[config.mk]
export PLATFORM = sky130hd
export DESIGN_NAME = double_ended_queue_core
export DESIGN_NICKNAME = d
export VERILOG_FILES = /design/src/rtl/core/deq_pkg.sv /design/src/rtl/core/deq_mem.sv /design/src/rtl/core/double_ended_queue_core.sv
export SDC_FILE = /design/constraint.sdc
export NUM_CORES = 1
export LEC_CHECK = 0
export ABC_CLOCK_PERIOD_IN_PS = 9400
export BUFFER_PORTS_ARGS = -buffer_cell sky130_fd_sc_hd__buf_2
export CAP_MARGIN = 20
export CORE_MARGIN = 4
export CORE_UTILIZATION = 66
export DETAILED_ROUTE_END_ITERATION = 8
export PLACE_DENSITY = 0.8
export SETUP_SLACK_MARGIN = 0.02
export SLEW_MARGIN = 20
export SYNTH_ARGS = -nofsm -noshare
export SYNTH_HDL_FRONTEND = slang
export SYNTH_SLANG_ARGS = --single-unit
[constraint.sdc]
create_clock -name clk -period 9.4 [get_ports clk]
set_clock_uncertainty 0.2 [all_clocks]
set_input_delay 1.88 -clock clk [delete_from_list [all_inputs] [get_ports clk]]
set_output_delay 1.88 -clock clk [all_outputs]
set_load 0.02 [all_outputs]
[src/rtl/core/deq_pkg.sv]
package deq_pkg;

  localparam int CMD_W  = 3;
  localparam int DATA_W = 32;
  localparam int STAT_W = 3;

  // command codes carried on the input tuser
  typedef enum logic [CMD_W-1:0] {
    CMD_PUSH_FRONT = 3'd0,
    CMD_PUSH_BACK  = 3'd1,
    CMD_DROP_FRONT = 3'd2,
    CMD_DROP_BACK  = 3'd3,
    CMD_LIST       = 3'd4
  } cmd_t;

  // status codes carried on the output tuser
  typedef enum logic [STAT_W-1:0] {
    STAT_STORED  = 3'd0,
    STAT_REMOVED = 3'd1,
    STAT_EMPTY   = 3'd2,
    STAT_FULL    = 3'd3,
    STAT_LISTED  = 3'd4
  } status_t;

endpackage

[src/rtl/core/deq_mem.sv]
module deq_mem
  import deq_pkg::*;
#(
  parameter int DEPTH = 16,
  localparam int ADDR_W = $clog2(DEPTH)
) (
  input  logic              clk,
  input  logic              we,
  input  logic [ADDR_W-1:0] waddr,
  input  logic [DATA_W-1:0] wdata,
  input  logic              re,
  input  logic [ADDR_W-1:0] raddr,
  output logic [DATA_W-1:0] rdata
);

  logic [DATA_W-1:0] mem [DEPTH];

  // one write port, one registered read port; rdata holds between reads
  always_ff @(posedge clk) begin
    if (we) begin
      mem[waddr] <= wdata;
    end
    if (re) begin
      rdata <= mem[raddr];
    end
  end

endmodule

[src/rtl/core/double_ended_queue_core.sv]
// Push and drop: result valid in the cycle after execution (at accept unless parked).
// List: each element is read through the single registered read port of the element
// memory, then loaded into the output register; one per cycle while the output is taken.
// One item is parked while a result waits; tready is low while parked or listing.
// Reset (rst, synchronous): queue empty, front index zero; the element
// memory is not cleared, so there is no clearing pass after reset.
module double_ended_queue_core
  import deq_pkg::*;
#(
  parameter int DEPTH = 16
) (
  input  logic              clk,
  input  logic              rst,
  input  logic              s_axis_tvalid,
  output logic              s_axis_tready,
  input  logic [31:0]       s_axis_tdata,  // [31:0] value
  input  logic [7:0]        s_axis_tuser,  // [2:0] command
  output logic              m_axis_tvalid,
  input  logic              m_axis_tready,
  output logic [31:0]       m_axis_tdata,  // [31:0] element
  output logic [7:0]        m_axis_tuser,  // [2:0] status
  output logic              m_axis_tlast
);

  localparam int IDX_W = $clog2(DEPTH);
  localparam int CNT_W = $clog2(DEPTH + 1);
  localparam logic [IDX_W:0]   DEPTH_X = (IDX_W+1)'(DEPTH);
  localparam logic [IDX_W-1:0] IDX_MAX = IDX_W'(DEPTH - 1);
  localparam logic [CNT_W-1:0] CNT_FULL = CNT_W'(DEPTH);

  typedef enum logic [1:0] {
    S_IDLE,
    S_HOLD,
    S_LIST
  } state_t;

  state_t            state;
  logic [IDX_W-1:0]  front;
  logic [CNT_W-1:0]  count;

  // held command when the output register was busy at accept
  cmd_t              hold_cmd;
  logic [DATA_W-1:0] hold_val;

  // listing walk
  logic [IDX_W-1:0]  list_off;
  logic              issued_all;
  logic              rd_pend;
  logic              pend_last;

  // output register
  logic              out_valid;
  status_t           out_status;
  logic [DATA_W-1:0] out_element;
  logic              out_last;

  logic              in_acc;
  logic              out_free;
  cmd_t              cur_cmd;
  logic [DATA_W-1:0] cur_val;
  logic              exec_go;
  logic              is_full;
  logic              no_entries;
  logic [IDX_W-1:0]  front_dec;
  logic [IDX_W-1:0]  front_inc;
  logic [IDX_W-1:0]  back_slot;
  logic [IDX_W-1:0]  list_slot;
  logic              list_is_last;
  logic              rd_issue;
  logic              rd_pop;
  logic              mem_we;
  logic [IDX_W-1:0]  mem_waddr;
  logic [DATA_W-1:0] mem_rdata;

  function automatic logic [IDX_W-1:0] wrap_add(logic [IDX_W-1:0] a, logic [IDX_W-1:0] b);
    logic [IDX_W:0] s;
    s = {1'b0, a} + {1'b0, b};
    if (s >= DEPTH_X) begin
      s = s - DEPTH_X;
    end
    return s[IDX_W-1:0];
  endfunction

  assign s_axis_tready = (state == S_IDLE);
  assign in_acc        = s_axis_tvalid && s_axis_tready;
  assign out_free      = !out_valid || m_axis_tready;

  // command source: straight from the port in idle, else the held copy
  assign cur_cmd = (state == S_IDLE) ? cmd_t'(s_axis_tuser[CMD_W-1:0]) : hold_cmd;
  assign cur_val = (state == S_IDLE) ? s_axis_tdata : hold_val;
  assign exec_go = ((state == S_IDLE && in_acc) || state == S_HOLD) && out_free;

  assign is_full    = (count == CNT_FULL);
  assign no_entries = (count == '0);
  assign front_dec = (front == '0) ? IDX_MAX : front - IDX_W'(1);
  assign front_inc = (front == IDX_MAX) ? '0 : front + IDX_W'(1);
  assign back_slot = wrap_add(front, count[IDX_W-1:0]);
  assign list_slot = wrap_add(front, list_off);
  assign list_is_last = ((CNT_W'(list_off) + CNT_W'(1)) == count);

  // memory writes on a push that fits
  assign mem_we    = exec_go && !is_full &&
                     (cur_cmd == CMD_PUSH_FRONT || cur_cmd == CMD_PUSH_BACK);
  assign mem_waddr = (cur_cmd == CMD_PUSH_FRONT) ? front_dec : back_slot;

  // listing reads: issue when the pending element leaves this cycle or none waits
  assign rd_pop   = (state == S_LIST) && rd_pend && out_free;
  assign rd_issue = (state == S_LIST) && !issued_all && (!rd_pend || out_free);

  deq_mem #(
    .DEPTH (DEPTH)
  ) u_mem (
    .clk   (clk),
    .we    (mem_we),
    .waddr (mem_waddr),
    .wdata (cur_val),
    .re    (rd_issue),
    .raddr (list_slot),
    .rdata (mem_rdata)
  );

  // control, queue indices and output register
  always_ff @(posedge clk) begin
    if (rst) begin
      state      <= S_IDLE;
      front      <= '0;
      count      <= '0;
      out_valid  <= 1'b0;
      rd_pend    <= 1'b0;
      issued_all <= 1'b0;
    end else begin
      if (out_free) begin
        out_valid <= 1'b0;
      end

      // park the item until the output register frees up
      if (state == S_IDLE && in_acc && !out_free) begin
        hold_cmd <= cmd_t'(s_axis_tuser[CMD_W-1:0]);
        hold_val <= s_axis_tdata;
        state    <= S_HOLD;
      end

      if (exec_go) begin
        state <= S_IDLE;
        case (cur_cmd)
          CMD_PUSH_FRONT, CMD_PUSH_BACK: begin
            out_valid   <= 1'b1;
            out_element <= '0;
            out_last    <= 1'b1;
            if (is_full) begin
              out_status <= STAT_FULL;
            end else begin
              out_status <= STAT_STORED;
              count      <= count + CNT_W'(1);
              if (cur_cmd == CMD_PUSH_FRONT) begin
                front <= front_dec;
              end
            end
          end
          CMD_DROP_FRONT, CMD_DROP_BACK: begin
            out_valid   <= 1'b1;
            out_element <= '0;
            out_last    <= 1'b1;
            if (no_entries) begin
              out_status <= STAT_EMPTY;
            end else begin
              out_status <= STAT_REMOVED;
              count      <= count - CNT_W'(1);
              if (cur_cmd == CMD_DROP_FRONT) begin
                front <= front_inc;
              end
            end
          end
          CMD_LIST: begin
            if (no_entries) begin
              out_valid   <= 1'b1;
              out_status  <= STAT_EMPTY;
              out_element <= '0;
              out_last    <= 1'b1;
            end else begin
              state      <= S_LIST;
              list_off   <= '0;
              issued_all <= 1'b0;
              rd_pend    <= 1'b0;
            end
          end
          default: begin
            // unused codes: consumed, no result
          end
        endcase
      end

      // listing walk
      if (rd_issue) begin
        list_off  <= list_off + IDX_W'(1);
        pend_last <= list_is_last;
        rd_pend   <= 1'b1;
        if (list_is_last) begin
          issued_all <= 1'b1;
        end
      end else if (rd_pop) begin
        rd_pend <= 1'b0;
      end

      if (rd_pop) begin
        out_valid   <= 1'b1;
        out_status  <= STAT_LISTED;
        out_element <= mem_rdata;
        out_last    <= pend_last;
        if (pend_last) begin
          state <= S_IDLE;
        end
      end
    end
  end

  assign m_axis_tvalid = out_valid;
  assign m_axis_tdata  = out_element;
  assign m_axis_tuser  = {{(8-STAT_W){1'b0}}, out_status};
  assign m_axis_tlast  = out_last;

`ifndef SYNTHESIS
  a_count_range: assert property (@(posedge clk) disable iff (rst)
    count <= CNT_FULL)
    else $error("element count above depth");

  a_front_range: assert property (@(posedge clk) disable iff (rst)
    front <= IDX_MAX)
    else $error("front index out of range");

  a_list_nonempty: assert property (@(posedge clk) disable iff (rst)
    (state == S_LIST) |-> (count != '0))
    else $error("listing an empty queue");

  a_pend_in_list: assert property (@(posedge clk) disable iff (rst)
    rd_pend |-> (state == S_LIST))
    else $error("read data pending outside a listing");

  a_list_done: assert property (@(posedge clk) disable iff (rst)
    rd_pop && pend_last |=> (state == S_IDLE) && m_axis_tvalid && m_axis_tlast)
    else $error("listing did not close on its last element");
`endif

endmodule

==> results.json, run 1 <==
{
  "grt_pass1_wl_um": 81900,
  "fmax_mhz": 202,
  "die-area_um2": 40900,
  "synth_edf_count": 620,
  "clock-sinks": 634,
  "clockBufferDepth": 3,
  "holdWs_ps": 310,
  "cts_inserted_buffers": 60,
  "ys_types": 58,
  "h-tree-depth": 2,
  "crit_fanout": 25,
  "p_comb_frac": 0.080,
  "first_pass_iters": 5,
  "hp-class": "reg2reg",
  "place.gp.congestion": 0.818,
  "dpl.hpwl_um": 26500,
  "avgSynthCellArea_um2": 20.0,
  "period_needed_ps": 4960,
  "initial_core_util": 0.675,
  "finalInstanceArea_um2": 28000,
  "rsz0062_at_grt": "false",
  "yosysWarnings": 0,
  "tns_ps": 0,
  "worstMarginPinSlew_ps": 1070,
  "num_rows": 70,
  "finalWirelength_um": 53700,
  "remaining_drc_errors": 0,
  "report.final.setup_viol": 0,
  "drt_iter0_drc": 1383,
  "postCtsSetupRepairBufs": 0,
  "routed-wl-met2_um": 27200,
  "drv_slew": 0,
  "power.share.clock": 0.391,
  "fin_crit_sh": 0.528,
  "ys.flop_type": "edfxtp_1",
  "place_inst": 1792,
  "core_um2": 36900,
  "required_ps": 9450,
  "antenna_found_initial": 0,
  "cts_resized": 0,
  "grt_use_total": 0.269,
  "synth_top_area_share": 0.748,
  "wire_per_inst_um": 28.2,
  "path_clk_slew_ps": 60,
  "relSlewSlack": 0.288,
  "p_int_mw": 4.67,
  "finalHoldViolCount": 0,
  "synth_area_leader_cell": "edfxtp_1",
  "run_status": "finished clean",
  "place_area_um2": 26100,
  "cts_root_buf": "clkbuf_16",
  "yosysMostFrequentCell": "edfxtp_1",
  "area_delta_synth_final_pct": 12.5,
  "portBuffers": 76,
  "cp.arrival_ps": 5020,
  "via_count": 12600,
  "clk_latency_ps": 620,
  "path_class": "in2reg",
  "setup_slack_ps": 4440,
  "drive_above_1_share": 0.279,
  "seqPwrFrac": 0.529,
  "first_global_vias": 13000,
  "dieWidth_um": 202,
  "switching_share": 0.223,
  "yosys-top-cells-count": "620 x edfxtp_1, 128 x mux4_2, 68 x nand2_1, 65 x and2_1, 40 x clkbuf_1",
  "holdBufCountCts": 0,
  "layout.nets": 1411,
  "grt_overflow": 0,
  "drt-met1-wl_um": 20500,
  "syn_inst": 1243,
  "critPathLaunchType": "input pin",
  "ys_top_cells_by_area": "edfxtp_1 75%, mux4_2 12%, mux2_2 1.7%, and2_1 1.6%, dfxtp_1 1.1%",
  "synth-async-reset-ratio": 0,
  "syn_area_um2": 24900,
  "synth-seq-cells": 634,
  "top_layer": "met4",
  "power_leakage_nw": 9.02,
  "instances_no_fill": 1905,
  "wl_met3_um": 4490,
  "fin_util": 0.759,
  "crit_path_end_kind": "flop",
  "ios": 87,
  "tritoncts": "done",
  "ys_seq_area_frac": 0.760,
  "antennaDiodeCount": 0,
  "p_switching_mw": 1.34,
  "viasPerCell": 6.60,
  "peakVddDrop_v": 0.000158,
  "grt_max_degree": 65,
  "ant_nets": 0,
  "fp.dieH_um": 202,
  "cap_violations": 0,
  "p_per_area_nw_per_um2": 215,
  "finalPower_mw": 6.01,
  "place_ws_ps": 3790
}
-- power by group through the flow --
stage / Clock, mW / Sequential (mW) / Combinational (mW)
after global routing: 2.51 / 3.18 / 0.522
after global placement: 0 / 3.24 / 0.454
after CTS: 2.38 / 3.18 / 0.483
after detailed placement: 0 / 3.24 / 0.474
final: 2.35 / 3.18 / 0.482
after floorplan: 0 / 3.24 / 0.324
-- cell families (layout without fill, tap and decap cells) --
family | after synthesis | in the layout | synth area share
compound gates | 115 | 115 | 0.0311
xor+xnor | 19 | 19 | 0.00669
fa+ha+maj | 16 | 16 | 0.00895
buf+inv | 81 | 235 | 0.0141
flops | 634 | 634 | 0.760
mux | 173 | 173 | 0.136
other cells | 1 | 5 | 0.000151
simple gates | 204 | 204 | 0.0430
-- layout make-up --
| class | instances | area (um^2) |
|---|---|---|
| Clock buffer | 73 | 1570 |
| Clock inverter | 39 | 349 |
| Multi-Input combinational cell | 532 | 5860 |
| Tap cell | 504 | 631 |
| Inverter | 14 | 52.6 |
| Timing Repair Buffer | 109 | 628 |
| Sequential cell | 634 | 18900 |
| Fill cell | 1937 | 8890 |
-- worst max-delay path, cell delays in order --
cell and delay, ps:
buf_2 80, nor2b_1 80, nor3_1 590, nand2_2 140, or3b_1 810, nor4_4 810
buf_4 590
-- placed cells by master (no fill, tap or decap), types with 3 or more instances in the layout --
cell,n
nand2_1,68
nor3_1,4
mux4_2,128
edfxtp_1,620
mux2_2,37
and3_1,5
conb_1,5
dfxtp_1,14
nor2b_1,3
buf_2,76
mux2i_1,5
nor4_1,3
xor2_1,5
nand2b_1,6
inv_1,12
a211oi_1,33
nor4_2,12
clkbuf_16,61
nand3_1,8
clkbuf_1,12
xnor2_1,11
o21ai_0,7
clkinvlp_4,3
a31oi_1,35
clkinv_1,15
and2_1,65
a21oi_1,20
buf_4,33
nor2_1,12
bufinv_16,5
ha_1,12
nor4_4,4
clkinv_2,13
-- state kept, by name, summed over array words and instances, names as in the netlist --
name / cells
hold_val: 32
u_mem.mem: 512
u_mem.rdata: 32
front: 4
m_axis_tlast: 1
out_status: 3
pend_last: 1
count: 5
m_axis_tvalid: 1
m_axis_tdata: 32
list_off: 4
rd_pend: 1
hold_cmd: 3
issued_all: 1
state: 2
-- path summary, 6_finish.rpt --
path | startpoint | to | slack, ps | cells past startpoint
min | rd_pend | rd_pend | 310 | 2
min reg2reg | rd_pend | rd_pend | 310 | 2
max reg2reg | state[1] | u_mem.mem[7][20] | 5100 | 8
max | m_axis_tready | u_mem.mem[4][25] | 4440 | 7
-- metal layers --
layer  global-route usage  vias up
met5                    0        -
met4               0.0854        0
met3               0.0523      106
met2                0.439      685
met1                0.380     6504
li1                     -     5279
(Power assumes the default switching activity.)
==> inputs of run 2 (changes only) <==
Settings changed: ABC_AREA set to 1, ABC_CLOCK_PERIOD_IN_PS 9400 to 4200, CORE_UTILIZATION 66 to 56, PLACE_DENSITY 0.8 to 0.72.
Clock period 9.4 ns to 4.2 ns, I/O delays scaled along.
==> run 2 against run 1 <==
Effect of this change: total power grew 130%; die area grew 23%; core utilization fell by 12 points; non-clock buffer count rose by 12; highest routed layer unchanged.
==> results.json, run 2 <==
{
  "cp.arrival_ps": 3550,
  "ys_types": 39,
  "largest_register": "u_mem.mem",
  "worstMarginPinSlew_ps": 771,
  "finalHoldViolCount": 0,
  "power_leakage_nw": 11.0,
  "grt_pass1_wl_um": 87300,
  "cts_resized": 0,
  "layout.nets": 2292,
  "synth-async-reset-ratio": 0,
  "portBuffers": 76,
  "clockBufferDepth": 3,
  "area_delta_synth_final_pct": 12.3,
  "ant_nets": 0,
  "p_per_area_nw_per_um2": 463,
  "yosysWarnings": 0,
  "run_status": "finished clean",
  "report.final.setup_viol": 0,
  "path_class": "reg2reg",
  "clk_latency_ps": 630,
  "initial_core_util": 0.572,
  "required_ps": 4350,
  "grt_overflow": 0,
  "antennaDiodeCount": 0,
  "period_needed_ps": 3400,
  "cts_root_buf": "clkbuf_16",
  "drive_above_1_share": 0.106,
  "first_pass_iters": 5,
  "fmax_mhz": 294,
  "mostFrequentLayoutCells": "620 x edfxtp_1, 327 x inv_1, 292 x nand2_1, 227 x o21ai_0, 177 x a21oi_1",
  "reg2reg_depth": 8,
  "viasPerCell": 5.63,
  "die-area_um2": 50300,
  "place_ws_ps": 797,
  "cap_violations": 0,
  "h-tree-depth": 2,
  "crit_fanout": 76,
  "remaining_drc_errors": 0,
  "ys_seq_area_frac": 0.721,
  "yosys-top-cells-count": "620 x edfxtp_1, 327 x inv_1, 292 x nand2_1, 227 x o21ai_0, 178 x a21oi_1",
  "layout_commonest_cell": "edfxtp_1",
  "relSlewSlack": 0.485,
  "holdBufCountCts": 0,
  "place.gp.congestion": 0.831,
  "drt_iter0_drc": 1609,
  "synth_edf_count": 620,
  "yosysMostFrequentCell": "edfxtp_1",
  "first_global_vias": 15600,
  "dieWidth_um": 224,
  "postCtsSetupRepairBufs": 0,
  "ys.flop_type": "edfxtp_1",
  "tritoncts": "done",
  "num_rows": 78,
  "critPathLaunchType": "flop",
  "largest_reg_flops": 512,
  "dpl.hpwl_um": 31400,
  "via_count": 16200,
  "synth_top_area_share": 0.711,
  "hp-class": "in2reg",
  "cts_inserted_buffers": 61,
  "min_path_cells": 1,
  "syn_inst": 2167,
  "drv_slew": 0,
  "ios": 87,
  "synth_area_leader_cell": "edfxtp_1",
  "fp.dieH_um": 224,
  "peakVddDrop_v": 0.000348,
  "clock-sinks": 634,
  "grt_use_total": 0.223,
  "tns_ps": 0,
  "ys_top_cells_by_area": "edfxtp_1 71%, inv_1 4.7%, o21ai_0 4.3%, nand2_1 4.2%, a21oi_1 3.4%",
  "finalWirelength_um": 56400,
  "grt_max_degree": 173,
  "crit_path_end_kind": "flop",
  "path_clk_slew_ps": 60,
  "rsz0062_at_grt": "false",
  "wire_per_inst_um": 19.6,
  "syn_area_um2": 26200,
  "setup_slack_ps": 800,
  "synth-seq-cells": 634,
  "avgSynthCellArea_um2": 12.1,
  "antenna_found_initial": 0,
  "fin_crit_sh": 0.810,
  "core_um2": 45800
}
-- run 2: cell types whose count changed after synthesis, moves of 128 or more --
cell / change
mux4_2: -128
o21ai_0: +220
nand3_1: +137
nand2_1: +224
a21oi_1: +158
inv_1: +315
-- run 2: worst paths after layout --
check,from,to,slack [ps]
setup / recovery,front[1],u_mem.rdata[9],800
hold / removal,s_axis_tdata[9],hold_val[9],200
setup reg to reg,front[1],u_mem.rdata[9],800
hold reg to reg,issued_all,issued_all,320
-- run 2: cell families after synthesis --
group / Yosys count / synth area share
AO/OA/AOI/OAI: 520 / 0.109
XOR/XNOR: 17 / 0.00597
adder cells (fa/ha/maj): 16 / 0.00850
buffers and inverters: 454 / 0.0685
flip-flops: 634 / 0.721
other: 1 / 0.000143
AND/OR/NAND/NOR: 525 / 0.0862
-- run 2: per-layer routing --
layer,vias up,part of all wire,GRT usage
met4,0,0.024,0.0690
met2,518,0.50,0.377
met5,-,0,0
met1,7901,0.42,0.306
li1,7688,-,-
met3,93,0.062,0.0304
-- run 2: layout make-up --
cell class | instances | area [um^2]
Clock buffer | 87 | 1680
Multi-Input combinational cell | 1083 | 5730
Sequential cell | 634 | 18900
Inverter | 331 | 1240
Fill cell | 3347 | 16400
Tap cell | 600 | 751
Timing Repair Buffer | 121 | 956
Clock inverter | 24 | 158
-- run 2: stage by stage --
stage | instance area [um^2] | instances | util | hold slack [ps] | total power [mW]
floorplan | 26200 | 2171 | - | 261 | 8.27
global placement | 27600 | 2769 | 0.603 | 297 | 8.66
detailed placement | 27600 | 2769 | 0.603 | 317 | 8.71
CTS | 29400 | 2880 | 0.643 | 161 | 13.7
global route | 29400 | 2880 | 0.643 | 181 | 14.2
finish | 29400 | 2880 | 0.643 | 198 | 13.6
-- run 2: power breakdown --
part	internal (mW)	switching [mW]	total, mW
Clock	2.82	2.22	5.04
Sequential	7.16	0.0379	7.20
Combinational	0.392	0.986	1.38
-- run 2: critical path, cell delays in order (launching register included) --
cell and delay (ps):
dfxtp_1 540, inv_1 180, fa_4 1190, buf_12 370, a21oi_1 70, o21ai_0 100
nand2_1 90, o21ai_0 210, o21ai_0 130
